[config.mk]
export PLATFORM = sky130hd
export DESIGN_NAME = sexpr_byte_tokenizer
export DESIGN_NICKNAME = d
export VERILOG_FILES = /design/src/rtl/core/sbt_pkg.sv /design/src/rtl/core/sbt_lexer.sv /design/src/rtl/core/sbt_out_queue.sv /design/src/rtl/core/sexpr_byte_tokenizer.sv
export SDC_FILE = /design/constraint.sdc
export NUM_CORES = 2
export LEC_CHECK = 0
export BUFFER_PORTS_ARGS = -buffer_cell sky130_fd_sc_hd__buf_2
export CELL_PAD_IN_SITES_DETAIL_PLACEMENT = 1
export CELL_PAD_IN_SITES_GLOBAL_PLACEMENT = 1
export CORE_MARGIN = 2
export CORE_UTILIZATION = 52
export CTS_CLUSTER_SIZE = 30
export DETAILED_ROUTE_END_ITERATION = 8
export MAX_ROUTING_LAYER = met4
export PLACE_DENSITY = 0.93
export SKIP_CTS_REPAIR_TIMING = 1
export SLEW_MARGIN = 20
export SYNTH_ARGS = -nofsm -noshare
export SYNTH_HDL_FRONTEND = slang
export SYNTH_HIERARCHICAL = 1
export SYNTH_SLANG_ARGS = --single-unit
[constraint.sdc]
create_clock -name aclk -period 31.5 [get_ports aclk]
set_clock_uncertainty 0.2 [all_clocks]
set_input_delay 6.3 -clock aclk [delete_from_list [all_inputs] [get_ports aclk]]
set_output_delay 6.3 -clock aclk [all_outputs]
set_load 0.03 [all_outputs]
[src/rtl/core/sbt_pkg.sv]
// ----------------------------------------------------------------------------
// S-expression byte tokenizer package
// Shared constants, character codes, token kinds and result types.
// ----------------------------------------------------------------------------
package sbt_pkg;

    localparam int VALUE_BITS  = 64;
    localparam int OUT_BITS    = 64;
    localparam int ACC_BITS    = VALUE_BITS + 4;
    localparam int QUEUE_DEPTH = 4;
    localparam int QUEUE_AW    = $clog2(QUEUE_DEPTH);
    localparam int LEVEL_BITS  = $clog2(QUEUE_DEPTH + 1);
    localparam int FIELD_BITS  = 2 * OUT_BITS + 8 + 8 + 2;
    localparam int TDATA_BITS  = ((FIELD_BITS + 7) / 8) * 8;
    localparam int TDATA_PAD   = TDATA_BITS - FIELD_BITS;

    localparam logic [VALUE_BITS-1:0] TOP_BIT = {1'b1, {(VALUE_BITS-1){1'b0}}};

    localparam logic [7:0] CH_TAB        = 8'h09;
    localparam logic [7:0] CH_LF         = 8'h0A;
    localparam logic [7:0] CH_CR         = 8'h0D;
    localparam logic [7:0] CH_SPACE      = 8'h20;
    localparam logic [7:0] CH_QUOTE      = 8'h22;
    localparam logic [7:0] CH_LPAREN     = 8'h28;
    localparam logic [7:0] CH_RPAREN     = 8'h29;
    localparam logic [7:0] CH_STAR       = 8'h2A;
    localparam logic [7:0] CH_PLUS       = 8'h2B;
    localparam logic [7:0] CH_MINUS      = 8'h2D;
    localparam logic [7:0] CH_DOT        = 8'h2E;
    localparam logic [7:0] CH_SLASH      = 8'h2F;
    localparam logic [7:0] CH_ZERO       = 8'h30;
    localparam logic [7:0] CH_NINE       = 8'h39;
    localparam logic [7:0] CH_QUESTION   = 8'h3F;
    localparam logic [7:0] CH_UPPER_A    = 8'h41;
    localparam logic [7:0] CH_UPPER_Z    = 8'h5A;
    localparam logic [7:0] CH_BACKSLASH  = 8'h5C;
    localparam logic [7:0] CH_UNDERSCORE = 8'h5F;
    localparam logic [7:0] CH_LOWER_A    = 8'h61;
    localparam logic [7:0] CH_LOWER_Z    = 8'h7A;
    localparam logic [7:0] COUNT_MAX     = 8'hFF;

    typedef enum logic [2:0] {
        MODE_IDLE,
        MODE_INT,
        MODE_FRAC_SIGN,
        MODE_FRAC,
        MODE_SKIP,
        MODE_STR,
        MODE_STR_ESC,
        MODE_SYM
    } mode_t;

    typedef enum logic [3:0] {
        KIND_INT       = 4'd0,
        KIND_FLOAT     = 4'd1,
        KIND_STR_CHAR  = 4'd2,
        KIND_STR_END   = 4'd3,
        KIND_SYM_CHAR  = 4'd4,
        KIND_SYM_END   = 4'd5,
        KIND_LPAREN    = 4'd6,
        KIND_RPAREN    = 4'd7,
        KIND_DOT       = 4'd8,
        KIND_END       = 4'd9,
        KIND_ERROR     = 4'd10
    } kind_t;

    typedef enum logic [1:0] {
        ERR_TOO_BIG,
        ERR_ESC_AT_END,
        ERR_OPEN_STRING,
        ERR_BAD_SYMBOL
    } err_t;

    typedef struct packed {
        kind_t                kind;
        logic [OUT_BITS-1:0]  value;
        logic [OUT_BITS-1:0]  fraction;
        logic [7:0]           fraction_digits;
        logic [7:0]           character;
        err_t                 error_code;
        logic                 last;
    } result_t;

    typedef struct packed {
        logic [1:0] count;
        result_t    slot0;
        result_t    slot1;
    } push_t;

    function automatic logic is_digit(logic [7:0] c);
        return (c >= CH_ZERO) && (c <= CH_NINE);
    endfunction

    function automatic logic is_sym_char(logic [7:0] c);
        return is_digit(c) || ((c >= CH_UPPER_A) && (c <= CH_UPPER_Z)) ||
               ((c >= CH_LOWER_A) && (c <= CH_LOWER_Z)) || (c == CH_QUESTION) ||
               (c == CH_PLUS) || (c == CH_MINUS) || (c == CH_STAR) ||
               (c == CH_SLASH) || (c == CH_UNDERSCORE);
    endfunction

    function automatic result_t make_result(kind_t k, logic [OUT_BITS-1:0] v,
                                            logic [OUT_BITS-1:0] f, logic [7:0] dg,
                                            logic [7:0] ch, err_t e);
        result_t r;
        r.kind            = k;
        r.value           = v;
        r.fraction        = f;
        r.fraction_digits = dg;
        r.character       = ch;
        r.error_code      = e;
        r.last            = 1'b0;
        return r;
    endfunction

    function automatic logic [OUT_BITS-1:0] signed_out(logic [VALUE_BITS-1:0] m, logic neg);
        logic [VALUE_BITS-1:0] t;
        t = neg ? (~m + 1'b1) : m;
        return OUT_BITS'(signed'(t));
    endfunction

endpackage

[src/rtl/core/sbt_lexer.sv]
// ----------------------------------------------------------------------------
// S-expression lexer core
// Holds the lexer state and turns one accepted byte into up to two results.
// ----------------------------------------------------------------------------
module sbt_lexer (
    input  logic          aclk,
    input  logic          aresetn,
    input  logic          in_valid,
    input  logic          in_ready,
    input  logic [7:0]    in_byte,
    input  logic          in_eoi,
    output sbt_pkg::push_t push
);
    import sbt_pkg::*;

    mode_t                 mode_reg, mode_next;
    logic                  neg_reg, neg_next;
    logic [VALUE_BITS-1:0] acc_reg, acc_next;
    logic [VALUE_BITS-1:0] int_part_reg, int_part_next;
    logic                  frac_neg_reg, frac_neg_next;
    logic [7:0]            count_reg, count_next;

    logic                  accept;
    logic                  digit_neg;
    logic [ACC_BITS-1:0]   acc_sum;
    logic [ACC_BITS-1:0]   limit;
    logic                  digit_ok;
    logic                  in_is_digit;

    logic                  idle_valid;
    result_t               idle_res;
    mode_t                 idle_mode;
    logic                  idle_num;

    logic                  a_valid, b_valid, use_idle;
    result_t               a_res, b_res;
    result_t               end_res, int_res, float_res, too_big_res;

    assign accept      = in_valid && in_ready;
    assign in_is_digit = is_digit(in_byte);

    // Shared digit unit: acc * 10 + d, checked against the signed limit.
    assign digit_neg = (mode_reg == MODE_INT) ? neg_reg : frac_neg_reg;
    assign acc_sum   = ACC_BITS'({acc_reg, 3'b000}) + ACC_BITS'({acc_reg, 1'b0}) +
                       ACC_BITS'(in_byte[3:0]);
    assign limit     = digit_neg ? ACC_BITS'(TOP_BIT) : ACC_BITS'(TOP_BIT - 1'b1);
    assign digit_ok  = acc_sum <= limit;

    assign end_res     = make_result(KIND_END, '0, '0, '0, '0, ERR_TOO_BIG);
    assign too_big_res = make_result(KIND_ERROR, '0, '0, '0, '0, ERR_TOO_BIG);
    assign int_res     = make_result(KIND_INT, signed_out(acc_reg, neg_reg), '0, '0, '0,
                                     ERR_TOO_BIG);
    assign float_res   = make_result(KIND_FLOAT, OUT_BITS'(signed'(int_part_reg)),
                                     signed_out(acc_reg, frac_neg_reg), count_reg, '0,
                                     ERR_TOO_BIG);

    always_comb begin
        idle_valid = 1'b0;
        idle_res   = make_result(KIND_END, '0, '0, '0, '0, ERR_TOO_BIG);
        idle_mode  = MODE_IDLE;
        idle_num   = 1'b0;
        if ((in_byte == CH_SPACE) || (in_byte == CH_TAB) || (in_byte == CH_CR) ||
            (in_byte == CH_LF)) begin
            idle_mode = MODE_IDLE;
        end else if (in_is_digit || (in_byte == CH_MINUS)) begin
            idle_num  = 1'b1;
            idle_mode = MODE_INT;
        end else if (in_byte == CH_QUOTE) begin
            idle_mode = MODE_STR;
        end else if (in_byte == CH_LPAREN) begin
            idle_valid = 1'b1;
            idle_res   = make_result(KIND_LPAREN, '0, '0, '0, '0, ERR_TOO_BIG);
        end else if (in_byte == CH_RPAREN) begin
            idle_valid = 1'b1;
            idle_res   = make_result(KIND_RPAREN, '0, '0, '0, '0, ERR_TOO_BIG);
        end else if (in_byte == CH_DOT) begin
            idle_valid = 1'b1;
            idle_res   = make_result(KIND_DOT, '0, '0, '0, '0, ERR_TOO_BIG);
        end else if (is_sym_char(in_byte)) begin
            idle_valid = 1'b1;
            idle_res   = make_result(KIND_SYM_CHAR, '0, '0, '0, in_byte, ERR_TOO_BIG);
            idle_mode  = MODE_SYM;
        end else begin
            idle_valid = 1'b1;
            idle_res   = make_result(KIND_ERROR, '0, '0, '0, '0, ERR_BAD_SYMBOL);
        end
    end

    always_comb begin
        mode_next     = mode_reg;
        neg_next      = neg_reg;
        acc_next      = acc_reg;
        int_part_next = int_part_reg;
        frac_neg_next = frac_neg_reg;
        count_next    = count_reg;
        a_valid       = 1'b0;
        a_res         = end_res;
        b_valid       = 1'b0;
        b_res         = end_res;
        use_idle      = 1'b0;
        unique case (mode_reg) inside
            MODE_INT: begin
                if (in_eoi) begin
                    a_valid   = 1'b1;
                    a_res     = int_res;
                    b_valid   = 1'b1;
                    mode_next = MODE_IDLE;
                end else if (in_is_digit) begin
                    if (digit_ok) begin
                        acc_next = acc_sum[VALUE_BITS-1:0];
                    end else begin
                        a_valid   = 1'b1;
                        a_res     = too_big_res;
                        mode_next = MODE_SKIP;
                    end
                end else if (in_byte == CH_DOT) begin
                    int_part_next = VALUE_BITS'(signed_out(acc_reg, neg_reg));
                    acc_next      = '0;
                    count_next    = '0;
                    frac_neg_next = 1'b0;
                    mode_next     = MODE_FRAC_SIGN;
                end else begin
                    a_valid  = 1'b1;
                    a_res    = int_res;
                    use_idle = 1'b1;
                end
            end
            MODE_FRAC_SIGN, MODE_FRAC: begin
                if (in_eoi) begin
                    a_valid   = 1'b1;
                    a_res     = float_res;
                    b_valid   = 1'b1;
                    mode_next = MODE_IDLE;
                end else if ((mode_reg == MODE_FRAC_SIGN) &&
                             ((in_byte == CH_PLUS) || (in_byte == CH_MINUS))) begin
                    frac_neg_next = (in_byte == CH_MINUS);
                    mode_next     = MODE_FRAC;
                end else if (in_is_digit) begin
                    if (digit_ok) begin
                        acc_next  = acc_sum[VALUE_BITS-1:0];
                        mode_next = MODE_FRAC;
                        if (count_reg != COUNT_MAX) begin
                            count_next = count_reg + 8'd1;
                        end
                    end else begin
                        a_valid   = 1'b1;
                        a_res     = too_big_res;
                        mode_next = MODE_SKIP;
                    end
                end else begin
                    a_valid  = 1'b1;
                    a_res    = float_res;
                    use_idle = 1'b1;
                end
            end
            MODE_SKIP: begin
                if (in_eoi) begin
                    b_valid   = 1'b1;
                    mode_next = MODE_IDLE;
                end else if (!in_is_digit) begin
                    use_idle = 1'b1;
                end
            end
            MODE_STR: begin
                mode_next = MODE_IDLE;
                b_valid   = 1'b1;
                if (in_eoi) begin
                    b_res = make_result(KIND_ERROR, '0, '0, '0, '0, ERR_OPEN_STRING);
                end else if (in_byte == CH_QUOTE) begin
                    b_res = make_result(KIND_STR_END, '0, '0, '0, '0, ERR_TOO_BIG);
                end else if (in_byte == CH_BACKSLASH) begin
                    b_valid   = 1'b0;
                    mode_next = MODE_STR_ESC;
                end else begin
                    b_res     = make_result(KIND_STR_CHAR, '0, '0, '0, in_byte, ERR_TOO_BIG);
                    mode_next = MODE_STR;
                end
            end
            MODE_STR_ESC: begin
                b_valid = 1'b1;
                if (in_eoi) begin
                    b_res     = make_result(KIND_ERROR, '0, '0, '0, '0, ERR_ESC_AT_END);
                    mode_next = MODE_IDLE;
                end else begin
                    b_res     = make_result(KIND_STR_CHAR, '0, '0, '0, in_byte, ERR_TOO_BIG);
                    mode_next = MODE_STR;
                end
            end
            MODE_SYM: begin
                if (in_eoi) begin
                    a_valid   = 1'b1;
                    a_res     = make_result(KIND_SYM_END, '0, '0, '0, '0, ERR_TOO_BIG);
                    b_valid   = 1'b1;
                    mode_next = MODE_IDLE;
                end else if (is_sym_char(in_byte)) begin
                    b_valid = 1'b1;
                    b_res   = make_result(KIND_SYM_CHAR, '0, '0, '0, in_byte, ERR_TOO_BIG);
                end else begin
                    a_valid  = 1'b1;
                    a_res    = make_result(KIND_SYM_END, '0, '0, '0, '0, ERR_TOO_BIG);
                    use_idle = 1'b1;
                end
            end
            default: begin
                if (in_eoi) begin
                    b_valid   = 1'b1;
                    mode_next = MODE_IDLE;
                end else begin
                    use_idle = 1'b1;
                end
            end
        endcase

        if (use_idle) begin
            b_valid   = idle_valid;
            b_res     = idle_res;
            mode_next = idle_mode;
            if (idle_num) begin
                neg_next      = (in_byte == CH_MINUS);
                acc_next      = in_is_digit ? VALUE_BITS'(in_byte[3:0]) : '0;
                frac_neg_next = 1'b0;
                count_next    = '0;
            end
        end
    end

    always_comb begin
        push.slot0      = a_valid ? a_res : b_res;
        push.slot1      = b_res;
        push.slot0.last = !(a_valid && b_valid);
        push.slot1.last = 1'b1;
        push.count      = accept ? (2'(a_valid) + 2'(b_valid)) : 2'd0;
    end

    always_ff @(posedge aclk) begin
        if (!aresetn) begin
            mode_reg     <= MODE_IDLE;
            neg_reg      <= 1'b0;
            acc_reg      <= '0;
            int_part_reg <= '0;
            frac_neg_reg <= 1'b0;
            count_reg    <= '0;
        end else if (accept) begin
            mode_reg     <= mode_next;
            neg_reg      <= neg_next;
            acc_reg      <= acc_next;
            int_part_reg <= int_part_next;
            frac_neg_reg <= frac_neg_next;
            count_reg    <= count_next;
        end
    end

endmodule

[src/rtl/core/sbt_out_queue.sv]
// ----------------------------------------------------------------------------
// S-expression tokenizer result queue
// Small register queue that takes up to two results per cycle and gives one on pop_ready.
// ----------------------------------------------------------------------------
module sbt_out_queue (
    input  logic                        aclk,
    input  logic                        aresetn,
    input  sbt_pkg::push_t              push,
    input  logic                        pop_ready,
    output sbt_pkg::result_t            head,
    output logic                        head_valid,
    output logic [sbt_pkg::LEVEL_BITS-1:0] level
);
    import sbt_pkg::*;

    result_t               entries_reg [QUEUE_DEPTH];
    logic [QUEUE_AW-1:0]   wr_ptr_reg, wr_ptr_next;
    logic [QUEUE_AW-1:0]   rd_ptr_reg, rd_ptr_next;
    logic [LEVEL_BITS-1:0] level_reg, level_next;
    logic [QUEUE_AW-1:0]   wr_ptr_plus1;
    logic                  pop;

    assign head_valid   = (level_reg != '0);
    assign head         = entries_reg[rd_ptr_reg];
    assign level        = level_reg;
    assign pop          = head_valid && pop_ready;
    assign wr_ptr_plus1 = wr_ptr_reg + 1'b1;
    assign wr_ptr_next  = wr_ptr_reg + QUEUE_AW'(push.count);
    assign rd_ptr_next  = rd_ptr_reg + QUEUE_AW'(pop);
    assign level_next   = level_reg + LEVEL_BITS'(push.count) - LEVEL_BITS'(pop);

    always_ff @(posedge aclk) begin
        if (!aresetn) begin
            wr_ptr_reg <= '0;
            rd_ptr_reg <= '0;
            level_reg  <= '0;
        end else begin
            wr_ptr_reg <= wr_ptr_next;
            rd_ptr_reg <= rd_ptr_next;
            level_reg  <= level_next;
        end
    end

    always_ff @(posedge aclk) begin
        if (push.count != 2'd0) begin
            entries_reg[wr_ptr_reg] <= push.slot0;
        end
        if (push.count == 2'd2) begin
            entries_reg[wr_ptr_plus1] <= push.slot1;
        end
    end

endmodule

[src/rtl/core/sexpr_byte_tokenizer.sv]
// ----------------------------------------------------------------------------
// S-expression byte tokenizer
// Tokenizes a byte stream into numbers, strings, symbols and punctuation.
//
//   Channel  Direction  tdata                 tuser          tlast
//   s_axis   in         byte_req [7:0]        end_of_input   -
//   m_axis   out        value, fraction,      kind [3:0]     last
//                       digits, char, error
//
// Each byte yields zero, one or two results.
// A four-entry result queue takes a new byte whenever at least two entries
// are free, so single-result bytes flow at one per cycle while m_axis is ready.
// Reset clears the lexer state and empties the queue.
// A stalled result channel fills the queue and then holds s_axis_tready low.
// ----------------------------------------------------------------------------
module sexpr_byte_tokenizer (
    input  logic                          aclk,
    input  logic                          aresetn,
    input  logic                          s_axis_tvalid,
    output logic                          s_axis_tready,
    input  logic [7:0]                    s_axis_tdata,  // byte_req
    input  logic                          s_axis_tuser,  // end_of_input
    output logic                          m_axis_tvalid,
    input  logic                          m_axis_tready,
    // value, fraction, fraction_digits, character, error_code, zero pad
    output logic [sbt_pkg::TDATA_BITS-1:0] m_axis_tdata,
    output logic [3:0]                    m_axis_tuser,  // kind
    output logic                          m_axis_tlast
);
    import sbt_pkg::*;

    push_t                 push;
    result_t               head;
    logic                  head_valid;
    logic [LEVEL_BITS-1:0] queue_level;

    assign s_axis_tready = (queue_level <= LEVEL_BITS'(QUEUE_DEPTH - 2));

    sbt_lexer u_lexer (
        .aclk     (aclk),
        .aresetn  (aresetn),
        .in_valid (s_axis_tvalid),
        .in_ready (s_axis_tready),
        .in_byte  (s_axis_tdata),
        .in_eoi   (s_axis_tuser),
        .push     (push)
    );

    sbt_out_queue u_out_queue (
        .aclk       (aclk),
        .aresetn    (aresetn),
        .push       (push),
        .pop_ready  (m_axis_tready),
        .head       (head),
        .head_valid (head_valid),
        .level      (queue_level)
    );

    assign m_axis_tvalid = head_valid;
    assign m_axis_tuser  = head.kind;
    assign m_axis_tlast  = head.last;
    assign m_axis_tdata  = {{TDATA_PAD{1'b0}}, head.error_code, head.character,
                            head.fraction_digits, head.fraction, head.value};

`ifndef NO_ASSERTIONS
    a_level_bound: assert property (@(posedge aclk) disable iff (!aresetn)
        queue_level <= LEVEL_BITS'(QUEUE_DEPTH))
        else $error("Result queue level exceeds its depth.");

    a_push_needs_accept: assert property (@(posedge aclk) disable iff (!aresetn)
        (push.count != 2'd0) |-> (s_axis_tvalid && s_axis_tready))
        else $error("Results were pushed without an input transfer.");

    a_no_loss_on_stall: assert property (@(posedge aclk) disable iff (!aresetn)
        (m_axis_tvalid && !m_axis_tready) |=> (queue_level >= $past(queue_level)))
        else $error("Result queue lost an entry while the output was stalled.");
`endif

endmodule
==> impl_metrics.tcl <==
set metrics [dict create \
    run_status "completed" \
    layout-drive-gt1-share 0.2706 \
    r2r-start "u_lexer/acc_reg[9]" \
    fin_crit_sh 0.5500 \
    ant_nets 0 \
    crit_required_ps 31690 \
    max_freq_mhz 57.72 \
    cp_top_family "simple AND/OR/NAND/NOR gates" \
    synth_top_family_by_area "multiplexers" \
    ys_seq_elements 752 \
    cp_num_cells 31 \
    synth-simple-area-share 0.08380 \
    crit_slowest_cell "and4bb_4" \
    dp.cells 4849 \
    ctsHtreeMaxLevel 3 \
    fin_ws_ps 14180 \
    max_stage_delay_ps 1140 \
    die_area_um2 90720 \
    grt_max_degree 84 \
    io_pins 172 \
    dp_slack_ps 14080 \
    p_int_uw 2149 \
    largest_register_ffs 604 \
    via_count 34240 \
    netlist_instances 3727 \
    worstPathArrival_ps 17520 \
    clkLatencyLatePin_ps 660 \
    cp-start-kind "input port" \
    final_cells 5002 \
    die_h_um 301.2 \
    crit_path_max_fanout 54 \
    grt-ovfl-total 0 \
    cp-end-kind "flop" \
    netlist_area_um2 45930 \
    setup.worst_path.start "s_axis_tdata[3]" \
    drt_first_pass_iters 6 \
    synth_compound_area_frac 0.08971 \
    endpoint "u_out_queue/entries_reg[3][124]" \
    tns_ps 0 \
    async_flop_share 0 \
    drv_slew 0 \
    ys.flop_type "edfxtp_1" \
    design.core.area_um2 87160 \
    io_buffers 165 \
    core.rowCount 108 \
    hp-class "flop to flop" \
    globalRouteTotalUtil 0.3488 \
    clock-sinks 752 \
    net-switching-power_uw 1225 \
    initial_core_util 0.5269 \
    muxShareOfSynthArea 0.2259 \
    pwr-share-comb 0.311 \
    reg2regPathDepth 30 \
    clock_path_buffers 3 \
    synth_xor_area_frac 0.03604 \
    yosysUniqueCellTypes 92 \
    power_frac_clock 0.281 \
    avgSynthCellArea_um2 12.32 \
    grt_antenna_before_repair 7 \
    yosys_warnings 6 \
    swShare 0.3631 \
    fillers 8725 \
    wl_per_cell_um 30.86 \
    die_x_um 301.2 \
    grt_pass1_vias 37010 \
    setup_viol 0 \
    drt-initial-drc-count 4139 \
    drc 0 \
    max-vdd-ir-drop_mv 0.05191 \
    grt_pass1_wl_um 235700 \
    cts_root_buf "clkbuf_16" \
    nNetsFinal 3989 \
    synth_enable_flop_cells 604 \
    cts_tree "yes" \
    p_leak_uw 0.02053 \
    dp_hpwl_um 94380 \
    fin_crit_ps 17320 \
    hold_viol_final 0 \
    synth_fa_ha_area_frac 0.05498 \
    cap_violations 0 \
    gp_congestion 0.9207 \
    cts_inserted_buffers 79 \
    path_class "input port to flop" \
    slew_headroom 0.1937 \
    worstReg2RegEnd "u_out_queue/entries_reg[3][124]" \
    worst-path-buf-inv 5 \
    clk_pin_slew_ps 70 \
    p_seq_frac 0.408 \
    rsz0062_at_grt "no" \
    worst-r2r-setup-slack_ps 19030 \
    powerDensity_nw_per_um2 68.10 \
    yosysSeqAreaShare 0.4594 \
    syn_to_final_growth_pct 7.876 \
    tightest_slew_ps 1200 \
    vias_per_cell 6.845 \
    drt_wl_total_um 154400 \
]
[power by group through the flow]
stage	registers [µW]	logic [µW]	clock network [µW]
final	1380	1050	947
after global routing	1390	1090	987
after CTS	1370	1040	954
after detailed placement	1390	1030	0
after global placement	1360	999	0
after floorplan	1400	736	0
[layer usage]
| layer | share of wire | track usage | up-vias |
|---|---|---|---|
| li1 | - | - | 14030 |
| met1 | 0.36 | 0.4036 | 17190 |
| met2 | 0.50 | 0.5762 | 2312 |
| met3 | 0.085 | 0.06765 | 708 |
| met4 | 0.057 | 0.1816 | 0 |
| met5 | 0 | - | - |
[final cells by class]
cell class | count | area, µm² | share of cell area
timing repair buffer | 207 | 1151 | 0.02323
antenna | 7 | 17.52 | 0.0003536
clock buffer | 105 | 2166 | 0.04371
clock inverter | 40 | 360.3 | 0.007273
tap | 1155 | 1445 | 0.02917
sequential | 752 | 21110 | 0.4261
multi-input combinational | 2698 | 23150 | 0.4673
inverter | 38 | 142.6 | 0.002879
[cells in the final DEF, fill, tap and decap left out, types with 12 or more instances in the layout]
cell type and instances:
dfxtp_1 144, a31oi_1 17, nand4_1 37, o211a_1 67
buf_2 164, mux2_2 517, nand2_1 333, edfxtp_1 604
o21ai_0 166, nor2b_1 25, nor3_1 32, buf_4 42
mux2i_1 14, inv_1 37, nand3_1 38, a211oi_1 12
clkbuf_16 80, and3_1 22, nand2b_1 15, a21oi_1 119
xor2_1 143, and2_1 29, ha_1 197, clkinv_1 14
clkbuf_1 18, mux4_2 151, a22o_1 55, a21o_1 47
or3_1 31, xnor2_1 39, mux2_1 90, nor2_1 151
conb_1 143
[cells in the mapped netlist (17+ instances only)]
master	number	area, µm²
nand3_1	38	190.2
a21o_1	47	352.8
nand4_1	37	231.5
a31oi_1	17	106.4
a22o_1	55	481.7
clkbuf_1	126	473.0
nor2_1	152	570.6
nor2b_1	26	162.7
mux2_2	517	5822
nor3_1	32	160.2
mux2_1	90	1013
mux4_2	151	3401
inv_1	37	138.9
edfxtp_1	604	18140
buf_4	161	1209
a21oi_1	119	595.6
o211a_1	67	670.6
buf_2	79	395.4
ha_1	197	2465
xor2_1	143	1252
xnor2_1	39	341.6
o21ai_0	166	830.8
dfxtp_1	148	2963
and3_1	22	137.6
or3_1	31	193.9
and2_1	29	181.4
nand2_1	335	1257
[metrics by stage]
| stage | util | hold slack (ps) | power [µW] | cell area, µm² |
|---|---|---|---|---|
| 4_1_cts | 0.5681 | 305.0 | 3370 | 49510 |
| 6_report | 0.5684 | 300.7 | 3374 | 49550 |
| 5_1_grt | 0.5684 | 321.9 | 3466 | 49550 |
| 3_5_place_dp | 0.5391 | 287.9 | 2416 | 46990 |
| 2_1_floorplan | - | 272.0 | 2134 | 46450 |
| 3_3_place_gp | 0.5391 | 278.4 | 2362 | 46990 |
[worst min path at each step]
| stage | startpoint | end | slack (ps) | cells past startpoint |
|---|---|---|---|---|
| finish | u_lexer/int_part_reg[63] | u_lexer/int_part_reg[63] | 300 | 1 |
| global route | u_lexer/int_part_reg[53] | u_lexer/int_part_reg[53] | 320 | 1 |
| CTS | u_lexer/int_part_reg[63] | u_lexer/int_part_reg[63] | 310 | 1 |
| detailed placement | u_lexer/int_part_reg[41] | u_lexer/int_part_reg[41] | 290 | 1 |
| global placement | u_lexer/int_part_reg[62] | u_lexer/int_part_reg[62] | 280 | 1 |
| floorplan | u_lexer/int_part_reg[10] | u_lexer/int_part_reg[10] | 270 | 1 |
[cell families (layout without fill, tap and decap cells)]
group	count (synthesis)	in the layout
AND/OR/NAND/NOR	795	795
multiplexers	772	772
flip-flops	752	752
AO/OA/AOI/OAI	603	603
buffers and inverters	417	390
adder cells (fa/ha/maj)	200	200
XOR/XNOR	185	185
other	3	150
[worst reg2reg max path: cells and delay by family, from the launching register on]
kind / cells / cell delay (ps)
adders and majority gates: 4 / 1480
xor gates and xnor gates: 1 / 260
AOI/OAI and AO/OA: 9 / 2890
buffers and inverters: 4 / 2120
muxes: 1 / 550
and+or+nand+nor: 11 / 4020
DFF: 1 / 710
Power figures use the tool's default switching activity.
